===== src/rtl/hsl_pkg.sv =====
// shared constants and types for the hsl to rgb pipeline
package hsl_pkg;

	localparam int IBITS = 28;
	localparam int VW = IBITS + 1;
	localparam logic [VW-1:0] ONE_I = {1'b1, {IBITS{1'b0}}};

	typedef struct packed {
		logic en1;
		logic en2;
		logic en3;
		logic en4;
		logic en5;
	} pipe_en_t;

endpackage


===== src/rtl/hsl_front.sv =====
// front stages: clamping, l*s product, hue positions, then q, p and ramp span
module hsl_front import hsl_pkg::*; #(
	parameter int FRAC_BITS = 16
) (
	input  logic                       clk,
	input  pipe_en_t                   en,
	input  logic [FRAC_BITS-1:0]       hue,
	input  logic [FRAC_BITS:0]         saturation,
	input  logic [FRAC_BITS:0]         lightness,
	output logic [VW-1:0]              p_s2,
	output logic [VW-1:0]              d_s2,
	output logic [2:0][FRAC_BITS+3:0]  u_s2,
	output logic                       grey_s2,
	output logic [7:0]                 grey_val_s2
);

	localparam int W = FRAC_BITS;
	localparam int UW = W + 4;
	localparam int PW = 2 * W + 2;
	localparam logic [W:0] ONE_F = {1'b1, {W{1'b0}}};
	localparam logic [UW-1:0] TURN = UW'(6) << W;
	localparam logic [UW-1:0] TWO_F = UW'(2) << W;
	localparam logic [UW-1:0] FOUR_F = UW'(4) << W;

	logic [W:0]    s_c, l_c;
	logic [UW-1:0] h6, ur_sum, ub_sum;
	logic [2:0][UW-1:0] u_c;

	logic [PW-1:0]       prod_s1;
	logic [W:0]          l_s1;
	logic [W:0]          s_s1;
	logic                grey_s1;
	logic [2:0][UW-1:0]  u_s1;

	assign s_c = (saturation > ONE_F) ? ONE_F : saturation;
	assign l_c = (lightness > ONE_F) ? ONE_F : lightness;
	assign h6 = (UW'(hue) << 2) + (UW'(hue) << 1);
	assign ur_sum = h6 + TWO_F;
	assign ub_sum = h6 + FOUR_F;
	assign u_c[0] = (ur_sum >= TURN) ? ur_sum - TURN : ur_sum;
	assign u_c[1] = h6;
	assign u_c[2] = (ub_sum >= TURN) ? ub_sum - TURN : ub_sum;

	always_ff @(posedge clk) begin
		if (en.en1) begin
			prod_s1 <= PW'(s_c) * PW'(l_c);
			l_s1 <= l_c;
			s_s1 <= s_c;
			grey_s1 <= (s_c == '0);
			u_s1 <= u_c;
		end
	end

	logic [VW-1:0] ls, li, si, q_c, p_c;
	logic [VW:0]   q_raw, p_full;
	logic [W+8:0]  grey_full;

	generate
		if (2 * W >= IBITS) begin : g_shr
			assign ls = VW'(prod_s1 >> (2 * W - IBITS));
		end else begin : g_shl
			assign ls = VW'({prod_s1, {(IBITS - 2 * W){1'b0}}});
		end
	endgenerate

	assign li = {l_s1, {(IBITS - W){1'b0}}};
	assign si = {s_s1, {(IBITS - W){1'b0}}};

	always_comb begin
		if (l_s1 <= (ONE_F >> 1)) begin
			q_raw = {1'b0, li} + {1'b0, ls};
		end else begin
			q_raw = {1'b0, li} + {1'b0, si} - {1'b0, ls};
		end
		if (q_raw > {1'b0, ONE_I}) begin
			q_c = ONE_I;
		end else if (q_raw[VW-1:0] < li) begin
			q_c = li;
		end else begin
			q_c = q_raw[VW-1:0];
		end
	end

	assign p_full = {li, 1'b0} - {1'b0, q_c};
	assign p_c = p_full[VW-1:0];
	assign grey_full = {l_s1, 8'b0} - (W+9)'(l_s1);

	always_ff @(posedge clk) begin
		if (en.en2) begin
			p_s2 <= p_c;
			d_s2 <= q_c - p_c;
			u_s2 <= u_s1;
			grey_s2 <= grey_s1;
			grey_val_s2 <= grey_full[W+7:W];
		end
	end

endmodule


===== src/rtl/hsl_chan.sv =====
// one color channel: ramp sample, scale to a byte with rounding, or pass the grey value
module hsl_chan import hsl_pkg::*; #(
	parameter int FRAC_BITS = 16
) (
	input  logic                  clk,
	input  pipe_en_t              en,
	input  logic [VW-1:0]         p_s2,
	input  logic [VW-1:0]         d_s2,
	input  logic [FRAC_BITS+3:0]  u_s2,
	input  logic                  grey_s2,
	input  logic [7:0]            grey_val_s2,
	output logic [7:0]            byte_s5
);

	localparam int W = FRAC_BITS;
	localparam int UW = W + 4;
	localparam int MW = W + 1;
	localparam int PW3 = VW + MW;
	localparam logic [UW-1:0] ONE_U = UW'(1) << W;
	localparam logic [UW-1:0] THREE_U = UW'(3) << W;
	localparam logic [UW-1:0] FOUR_U = UW'(4) << W;
	localparam logic [VW+8:0] HALF = (VW+9)'(1) << (IBITS - 1);

	typedef enum logic [1:0] {
		SEG_RISE = 2'd0,
		SEG_FLAT = 2'd1,
		SEG_FALL = 2'd2,
		SEG_LOW  = 2'd3
	} seg_t;

	seg_t          seg_c;
	logic [MW-1:0] m_c;
	logic [UW-1:0] fall_c;

	assign fall_c = FOUR_U - u_s2;

	always_comb begin
		if (u_s2 < ONE_U) begin
			seg_c = SEG_RISE;
			m_c = {1'b0, u_s2[W-1:0]};
		end else if (u_s2 < THREE_U) begin
			seg_c = SEG_FLAT;
			m_c = '0;
		end else if (u_s2 < FOUR_U) begin
			seg_c = SEG_FALL;
			m_c = fall_c[MW-1:0];
		end else begin
			seg_c = SEG_LOW;
			m_c = '0;
		end
	end

	logic [PW3-1:0] prod_s3;
	seg_t           seg_s3;
	logic [VW-1:0]  p_s3, d_s3;
	logic           grey_s3;
	logic [7:0]     grey_val_s3;

	always_ff @(posedge clk) begin
		if (en.en3) begin
			prod_s3 <= PW3'(d_s2) * PW3'(m_c);
			seg_s3 <= seg_c;
			p_s3 <= p_s2;
			d_s3 <= d_s2;
			grey_s3 <= grey_s2;
			grey_val_s3 <= grey_val_s2;
		end
	end

	logic [VW-1:0] addend_c;

	always_comb begin
		case (seg_s3)
			SEG_RISE, SEG_FALL: addend_c = VW'(prod_s3 >> W);
			SEG_FLAT:           addend_c = d_s3;
			default:            addend_c = '0;
		endcase
	end

	logic [VW-1:0] v_s4;
	logic          grey_s4;
	logic [7:0]    grey_val_s4;

	always_ff @(posedge clk) begin
		if (en.en4) begin
			v_s4 <= p_s3 + addend_c;
			grey_s4 <= grey_s3;
			grey_val_s4 <= grey_val_s3;
		end
	end

	logic [VW+8:0] scaled_c;
	logic [8:0]    r_c;

	assign scaled_c = {1'b0, v_s4, 8'b0} - (VW+9)'(v_s4) + HALF;
	assign r_c = scaled_c[IBITS+8:IBITS];

	always_ff @(posedge clk) begin
		if (en.en5) begin
			if (grey_s4) begin
				byte_s5 <= grey_val_s4;
			end else if (r_c[8]) begin
				byte_s5 <= 8'hff;
			end else begin
				byte_s5 <= r_c[7:0];
			end
		end
	end

endmodule


===== src/rtl/hsl_to_rgb_converter.sv =====
// hsl to rgb converter top level: stream ports and pipeline valid control
//
// usage:
//   input beats arrive on s_tvalid/s_tready/s_tdata, one hue, saturation,
//   lightness triple per beat; each produces exactly one rgb beat on
//   m_tvalid/m_tready/m_tdata, in order.
//   saturation and lightness above one are treated as one; zero saturation
//   gives grey on all three channels.
// stages and throughput:
//   five register stages, s1 to s5; an accepted beat moves through them in
//   order and is presented on m_tvalid from s5.
//   one beat per cycle sustained while the output is not stalled; the
//   stage depth is set by the l*s multiplier, the q/p adders, the ramp
//   multipliers, the ramp add and the byte scaling, one per stage.
// reset:
//   arst_n clears all stage valid bits; no data is flushed out.
// stalls:
//   each stage holds while the one after it is full and stalled, empty
//   stages still fill, so bubbles close up; s_tready drops only once
//   every stage holds a beat and m_tready is low.
module hsl_to_rgb_converter import hsl_pkg::*; #(
	parameter int FRAC_BITS = 16
) (
	input  logic                                 clk,
	input  logic                                 arst_n,
	input  logic                                 s_tvalid,
	output logic                                 s_tready,
	// hue, saturation, lightness, zero pad
	input  logic [((3*FRAC_BITS+2+7)/8)*8-1:0]   s_tdata,
	output logic                                 m_tvalid,
	input  logic                                 m_tready,
	// red, green, blue
	output logic [23:0]                          m_tdata
);

	localparam int W = FRAC_BITS;

	pipe_en_t en;
	logic v_s1, v_s2, v_s3, v_s4, v_s5;

	assign en.en5 = !v_s5 || m_tready;
	assign en.en4 = !v_s4 || en.en5;
	assign en.en3 = !v_s3 || en.en4;
	assign en.en2 = !v_s2 || en.en3;
	assign en.en1 = !v_s1 || en.en2;
	assign s_tready = en.en1;
	assign m_tvalid = v_s5;

	always_ff @(posedge clk or negedge arst_n) begin
		if (!arst_n) begin
			v_s1 <= 1'b0;
			v_s2 <= 1'b0;
			v_s3 <= 1'b0;
			v_s4 <= 1'b0;
			v_s5 <= 1'b0;
		end else begin
			if (en.en1) v_s1 <= s_tvalid;
			if (en.en2) v_s2 <= v_s1;
			if (en.en3) v_s3 <= v_s2;
			if (en.en4) v_s4 <= v_s3;
			if (en.en5) v_s5 <= v_s4;
		end
	end

	logic [VW-1:0]      p_s2, d_s2;
	logic [2:0][W+3:0]  u_s2;
	logic               grey_s2;
	logic [7:0]         grey_val_s2;

	hsl_front #(.FRAC_BITS(FRAC_BITS)) u_front (
		.clk         (clk),
		.en          (en),
		.hue         (s_tdata[W-1:0]),
		.saturation  (s_tdata[2*W:W]),
		.lightness   (s_tdata[3*W+1:2*W+1]),
		.p_s2        (p_s2),
		.d_s2        (d_s2),
		.u_s2        (u_s2),
		.grey_s2     (grey_s2),
		.grey_val_s2 (grey_val_s2)
	);

	hsl_chan #(.FRAC_BITS(FRAC_BITS)) u_red (
		.clk         (clk),
		.en          (en),
		.p_s2        (p_s2),
		.d_s2        (d_s2),
		.u_s2        (u_s2[0]),
		.grey_s2     (grey_s2),
		.grey_val_s2 (grey_val_s2),
		.byte_s5     (m_tdata[7:0])
	);

	hsl_chan #(.FRAC_BITS(FRAC_BITS)) u_green (
		.clk         (clk),
		.en          (en),
		.p_s2        (p_s2),
		.d_s2        (d_s2),
		.u_s2        (u_s2[1]),
		.grey_s2     (grey_s2),
		.grey_val_s2 (grey_val_s2),
		.byte_s5     (m_tdata[15:8])
	);

	hsl_chan #(.FRAC_BITS(FRAC_BITS)) u_blue (
		.clk         (clk),
		.en          (en),
		.p_s2        (p_s2),
		.d_s2        (d_s2),
		.u_s2        (u_s2[2]),
		.grey_s2     (grey_s2),
		.grey_val_s2 (grey_val_s2),
		.byte_s5     (m_tdata[23:16])
	);

	a_ready_follows_out: assert property (@(posedge clk) disable iff (!arst_n)
		m_tready |-> s_tready)
		else $error("input stalled while output is ready");

	a_empty_out_ready: assert property (@(posedge clk) disable iff (!arst_n)
		!m_tvalid |-> s_tready)
		else $error("input stalled while output stage is empty");

	a_full_stall: assert property (@(posedge clk) disable iff (!arst_n)
		(v_s1 && v_s2 && v_s3 && v_s4 && v_s5 && !m_tready) |-> !s_tready)
		else $error("beat accepted into a full stalled pipeline");

	a_out_from_s4: assert property (@(posedge clk) disable iff (!arst_n)
		$rose(m_tvalid) |-> $past(v_s4))
		else $error("output valid without a beat in the previous stage");

endmodule


===== config.mk =====
export PLATFORM = sky130hd
export DESIGN_NAME = hsl_to_rgb_converter
export DESIGN_NICKNAME = d
export VERILOG_FILES = /design/src/rtl/hsl_pkg.sv /design/src/rtl/hsl_front.sv /design/src/rtl/hsl_chan.sv /design/src/rtl/hsl_to_rgb_converter.sv
export SDC_FILE = /design/constraint.sdc
export NUM_CORES = 2
export LEC_CHECK = 0
export BUFFER_PORTS_ARGS = -buffer_cell sky130_fd_sc_hd__buf_2
export CAP_MARGIN = 30
export CELL_PAD_IN_SITES_DETAIL_PLACEMENT = 1
export CELL_PAD_IN_SITES_GLOBAL_PLACEMENT = 1
export CORE_ASPECT_RATIO = 2
export CORE_MARGIN = 4
export CORE_UTILIZATION = 50
export DETAILED_ROUTE_END_ITERATION = 7
export PLACE_DENSITY_LB_ADDON = 0.1
export REMOVE_ABC_BUFFERS = 1
export SLEW_MARGIN = 20
export SYNTH_ARGS = -nofsm -noshare
export SYNTH_HDL_FRONTEND = slang
export SYNTH_SLANG_ARGS = --single-unit
export TNS_END_PERCENT = 20

===== constraint.sdc =====
create_clock -name clk -period 19.45 [get_ports clk]
set_input_delay 0.9725 -clock clk [delete_from_list [all_inputs] [get_ports clk]]
set_output_delay 0.9725 -clock clk [all_outputs]
set_load 0.03 [all_outputs]

# Word level (Yosys, flattened, before mapping)
# Cells that the tools add are included.
# Widths: inputs -> output; s select.
# word_totals
register_bits,588
latch_bits,0
ramBits,0
romBits,0
inputBits,60
out_inout_bits,26
elab_cells,140
n_memories,0
# classes
add_sub_neg,23
mul,4
div_mod_pow,0
n_lt_le_gt_ge,16
eq_ne,6
shift,0
n_mux,31
bitwise,0
n_reduce_logical,20
# op_table
op,n
$mux 17,11
$pmux 29 s2,3
$mul 29x17->45,3
$add 37x28->37 const B,3
$sub 37x29->37,3
$add 29x29->29,3
$add 29x29->30,2
$lt 20x17->1 const B,3
$lt 20x18->1 const B,3
$lt 20x19->1 const B,3
$mux 29,2
$sub 29x29->29,2
$sub 1x17->17 const A,3
$mux 8,6
$ge 20x19->1 const B,2
$mux 20,2
$sub 20x19->20 const B,2
$gt 17x17->1 const B,2
$mul 17x17->33,1
$gt 30x29->1 const B,1
$mux 30,1
$sub 30x29->30,1
$lt 29x29->1,1
$sub 24x17->24,1
other kinds (12),36

# Depth between registers and ports, before layout
# logic_depth
depth_word,8
depth_mapped,41

# Modules after synthesis
# From an unflattened synthesis, not the netlist that was laid out.
# hier_totals
cells_unflattened,9764
hier_area_um2,91423.9
# by_module_without_submodules
module,instances,cells_per_inst,area_each_um2
hsl_chan (u_green),1,2432,22949.5
hsl_front,1,2476,22883.2
hsl_chan (u_red),1,2427,22746.8
hsl_chan (u_blue),1,2412,22636.7
hsl_to_rgb_converter,1,17,207.7

# Worst setup path before layout
# No wires, ideal clock.
# synth_timing
path_type,register to register
start,register u_front.u_s2[25] (netlist bit)
end,"register u_green.prod_s3[43], data pin"
setup_ns,0.257
arrival_ns,9.562
required_ns,19.193
slack_ns,9.631
path_stages_with_launch,32
n_path_buf,3
path_cell_list,edfxtp_1 clkbuf_1 nor3_1 nand2_1 or3_1 or3_1 or3_1 or3_1 clkbuf_1 nor4_1 clkbuf_1 nand2_1 fa_1 fa_1 fa_1 fa_1 fa_1 inv_1 fa_1 ha_1 or3_1 o221ai_1 a211oi_1 a221oi_1 o21ai_0 o311ai_0 nand3_1 a31oi_1 o21ai_0 or4_1 and2_1 xor2_1
# synth_between
elab_chain_len,5
# synth_lines
item,line_no,rtl
start: declaration,hsl_front.sv:12,"output logic [2:0][FRAC_BITS+3:0] u_s2,"
start signal: assignment,hsl_front.sv:92,u_s2 <= u_s1;
$sub 1x17->17 / $lt 20x19->1 (equally long branches),"hsl_chan.sv:35, hsl_chan.sv:44",
$mux 17,hsl_chan.sv:44,end else if (u_s2 < FOUR_U) begin
$mux 17,hsl_chan.sv:41,end else if (u_s2 < THREE_U) begin
$mux 17 *,hsl_chan.sv:38,if (u_s2 < ONE_U) begin
$mul 29x17->45 *,hsl_chan.sv:61,prod_s3 <= PW3'(d_s2) * PW3'(m_c);
end signal: assignment,hsl_chan.sv:61,
end: declaration,hsl_chan.sv:53,logic [PW3-1:0] prod_s3;
# Mark *: on every way between the ends. The rest lies on a longest branch, timed or not.
# A chain may end at the register's enable or synchronous reset.

# Worst setup path after layout
# layout_timing
start,register u_front.u_s2[21] (netlist bit)
end,"register u_green.prod_s3[43], data pin"
# Same word-level chain as after synthesis.

==> metrics list <==
- Clk sinks: roughly 460
* Post-synthesis cell count: about 9,000
- Setup repair after global routing missed its margin: no
* Buffer levels on the longest clock path: 3
- Across every metal layer, demand over resource in global routing totals 0.3284.
* Port bufs: 79
- Remaining number of nets flagged by the antenna check after routing: 0
- Worst Hold Class: primary input to async pin
* Number of placed instances, taps included: between 10,000 and 15,000
* EDFF count, synth: roughly 450
- Post-detailed-placement half-perimeter wirelength: ~220,000 µm
- Leading cell type in the layout, fill and taps excluded: sky130_fd_sc_hd__inv_1
- The worst setup path is launched from a flop.
- Area added between synthesis and finish: 6.258%
- Status: completed
- The via count of the first global-routing pass came to 74,100.
- After filler insertion, the fill cell instance count of the layout stands at between 15,000 and 20,000.
- The library cells used most frequently in the layout, excluding fill and tap cells, are sky130_fd_sc_hd__inv_1 (1,856), sky130_fd_sc_hd__fa_1 (1,357), sky130_fd_sc_hd__nand2_1 (1,321).
* Cell Area, Synth: a little over 0.08 mm²
* Final routed wire length divided by cell count: approximately 25 µm
- Max-slew violation total from the final report: 0
- For this design the top-level I/O count stands at 86.
* Max_cap viols: 0
- The number of setup buffers added after CTS is 0.
- The number of different library cells used by synthesis comes to around 100.
- From left edge to right edge, the die measures 293.1 µm.
- Dominant synthesized flop cell: sky130_fd_sc_hd__edfxtp_1
* Height of the chip: just under 600 µm
* Num rows: around 210
* Hold-fix buffers, CTS: 0
- The most critical setup path has its startpoint at u_front.u_s2[21].
* Critical Path RT: about 20 ns
- The worst path needs approximately 12 ns of the cycle, external delays included.
- Reg-to-Reg Start: u_front.u_s2[21]
- Measured against its own limit, the worst slew margin works out to 0.2431.
* Number of antenna violations at the first check in global routing: 8
- After clock tree synthesis, the clock-pin slew on the worst setup and hold paths is about 0.070 ns.
- Total of warnings raised by yosys: 0
* Skew final: 0.02706 ns
* Final-report setup violation count: 0
- The worst setup path is captured at a flop.
- Post-layout net count: 11,050
- Flop and latch count out of synthesis: ~460
* Transition time at the pin with the least slew margin: between 1 and 1.5 ns
- The number of endpoints with negative hold slack in the final report was 0.
- Initial core utilization: 0.5020
- The first global-routing pass estimated 417,900 µm of wire.
- Final total negative setup slack: 0 ns
- Registers take approximately 0.014 mm².
- Area occupied by multi-input gates: roughly 0.060 mm²
* Crit Path Max Fanout: 28
- Worst setup path category: flop to flop
- In the final layout, the share of cells above drive strength 1 is 0.04805.
- Overall overflow remaining after global route: 0
- Dividing the detail-routed via count by the number of cells gives 5.722.
* Sequential element share of the synthesized area: 0.1690
- Routability-driven placement finished with a final weighted congestion of between 0.9 and 1.
* Core Util, Final: 0.5334
- Entering global routing, the biggest net connects slightly above 80 pins.
- The first detailed-routing pass ran for 5 iterations.
* Fraction of synthesis flops using an asynchronous set or reset pin: 0.01092
* Cell area after layout: 0.08634 mm²
- Final wirelength: around 270,000 µm
* Root buffer cell: sky130_fd_sc_hd__clkbuf_16
* Area after detailed placement: ~0.085 mm²
* Number of buffers created by CTS: between 40 and 50
- Max stage delay on crit path: between 0.6 and 0.7 ns
* CP arrival: between 10 and 15 ns
- Count of H-tree levels built during CTS: 2
- Average footprint of a synthesized cell: slightly above 9 µm²
* CTS resizes: 0
- In the finished design, the share of the clock period the worst path needs comes to 0.5995.
- Clock tree from TritonCTS: done
* Area enclosed by the die boundary: roughly 0.17 mm²
* Area inside the core boundary: 0.1619 mm²
* Number of DRC markers in iteration 0: 2,293
- Cell with the largest stage delay on the worst path: sky130_fd_sc_hd__o311ai_0
- Final cell count without fillers: between 10,000 and 15,000
* Maximum frequency from static timing analysis: around 86 MHz
- DRC violations left: 0
- Clock latency on the worst-skew pair: about 0.64 ns
* Vias post-DR: roughly 62,000
-- cells in the mapped netlist (17+ instances only) --
cell,n,area share
sky130_fd_sc_hd__edfxtp_1,453,0.17
sky130_fd_sc_hd__nand3_1,58,0.0036
sky130_fd_sc_hd__o31ai_1,44,0.0041
sky130_fd_sc_hd__ha_1,866,0.13
sky130_fd_sc_hd__xnor2_1,215,0.023
sky130_fd_sc_hd__and3_1,61,0.0047
sky130_fd_sc_hd__o21a_1,46,0.0042
sky130_fd_sc_hd__o21ai_0,261,0.016
sky130_fd_sc_hd__or3_1,44,0.0034
sky130_fd_sc_hd__xor2_1,86,0.0093
sky130_fd_sc_hd__or2_2,17,0.0013
sky130_fd_sc_hd__inv_1,1856,0.086
sky130_fd_sc_hd__nand2b_1,59,0.0045
sky130_fd_sc_hd__nor3_1,99,0.0061
sky130_fd_sc_hd__nor4_1,24,0.0018
sky130_fd_sc_hd__and2_1,412,0.032
sky130_fd_sc_hd__nand2_1,1324,0.061
sky130_fd_sc_hd__clkbuf_1,345,0.016
sky130_fd_sc_hd__mux2i_1,24,0.0030
sky130_fd_sc_hd__nor2b_1,149,0.011
sky130_fd_sc_hd__a21boi_0,29,0.0027
sky130_fd_sc_hd__a211oi_1,24,0.0022
sky130_fd_sc_hd__nor2_1,370,0.017
sky130_fd_sc_hd__a21o_1,99,0.0091
sky130_fd_sc_hd__a31oi_1,21,0.0016
sky130_fd_sc_hd__a21oi_1,211,0.013
sky130_fd_sc_hd__fa_1,1357,0.33
-- state kept, by name, summed over array words and instances (netlist names), 23 cells and up --
signal	count
u_green.prod_s3	29
u_green.p_s3	29
u_blue.d_s3	27
u_front.p_s2	28
u_green.v_s4	29
u_red.prod_s3	29
u_blue.prod_s3	29
u_front.u_s2	23
u_front.prod_s1	29
u_red.v_s4	29
u_front.d_s2	28
u_front.u_s1	23
u_blue.v_s4	29
-- logic make-up after synthesis --
logic type / after synthesis / share of synthesized area
compound gates: 890 / 0.07008
flops: 458 / 0.1690
buf+inv: 2224 / 0.1028
fa+ha+maj: 2229 / 0.4684
xor+xnor: 301 / 0.03244
simple gates: 2682 / 0.1537
other cells: 1 / 0.00004615
mux: 28 / 0.003511
-- metal layers --
metal	track usage	vias to the layer above	routed length (µm)
met3	0.03104	1156	8093
met4	0.3159	2	33550
met2	0.6525	1648	153800
met1	0.2722	32520	78930
li1	-	27160	-
met5	0	-	13
-- per-stage QoR --
step / setup slack [ns] / hold WS (ns)
after floorplan: 8.661 / 0.4003
final: 7.791 / 0.1392
after global placement: 7.916 / 0.4029
after CTS: 7.811 / 0.1017
after detailed placement: 7.766 / 0.4052
after global routing: 7.146 / 0.1189
-- final timing paths --
path / end / slack [ns] / cells after the start
max in group asynchronous: m_tvalid / 19.17 / 1
min in group clk: u_green.p_s3[16] / 0.41 / 0
worst max-delay path: u_green.prod_s3[43] / 7.79 / 34
worst min register to register: u_green.p_s3[16] / 0.41 / 0
worst min-delay path: v_s3 / 0.14 / 1
worst max register to register: u_green.prod_s3[43] / 7.79 / 34
-- final cells by class --
| class | instances | share of cell area |
|---|---|---|
| diodes | 6 | 0.0001739 |
| clock buffers | 54 | 0.01442 |
| clock inverters | 36 | 0.004275 |
| inverters | 1859 | 0.08082 |
| multi-input cells | 6163 | 0.6922 |
| flip-flops and latches | 458 | 0.1590 |
| well taps | 2110 | 0.03058 |
| repair buffers | 234 | 0.01855 |
-- worst max-delay path: cells and delay by family, from the launching register on --
kind / cells / cell delay, ns
and+or+nand+nor: 12 / 3.62
xor gates and xnor gates: 1 / 0.16
DFF: 1 / 0.41
buffers and inverters: 4 / 0.92
AOI/OAI and AO/OA: 9 / 2.77
adders and majority gates: 8 / 3.49
Power is left out: the tool's default activity adds up to more than one toggle a clock period on the data nets, which glitch-free logic cannot reach.
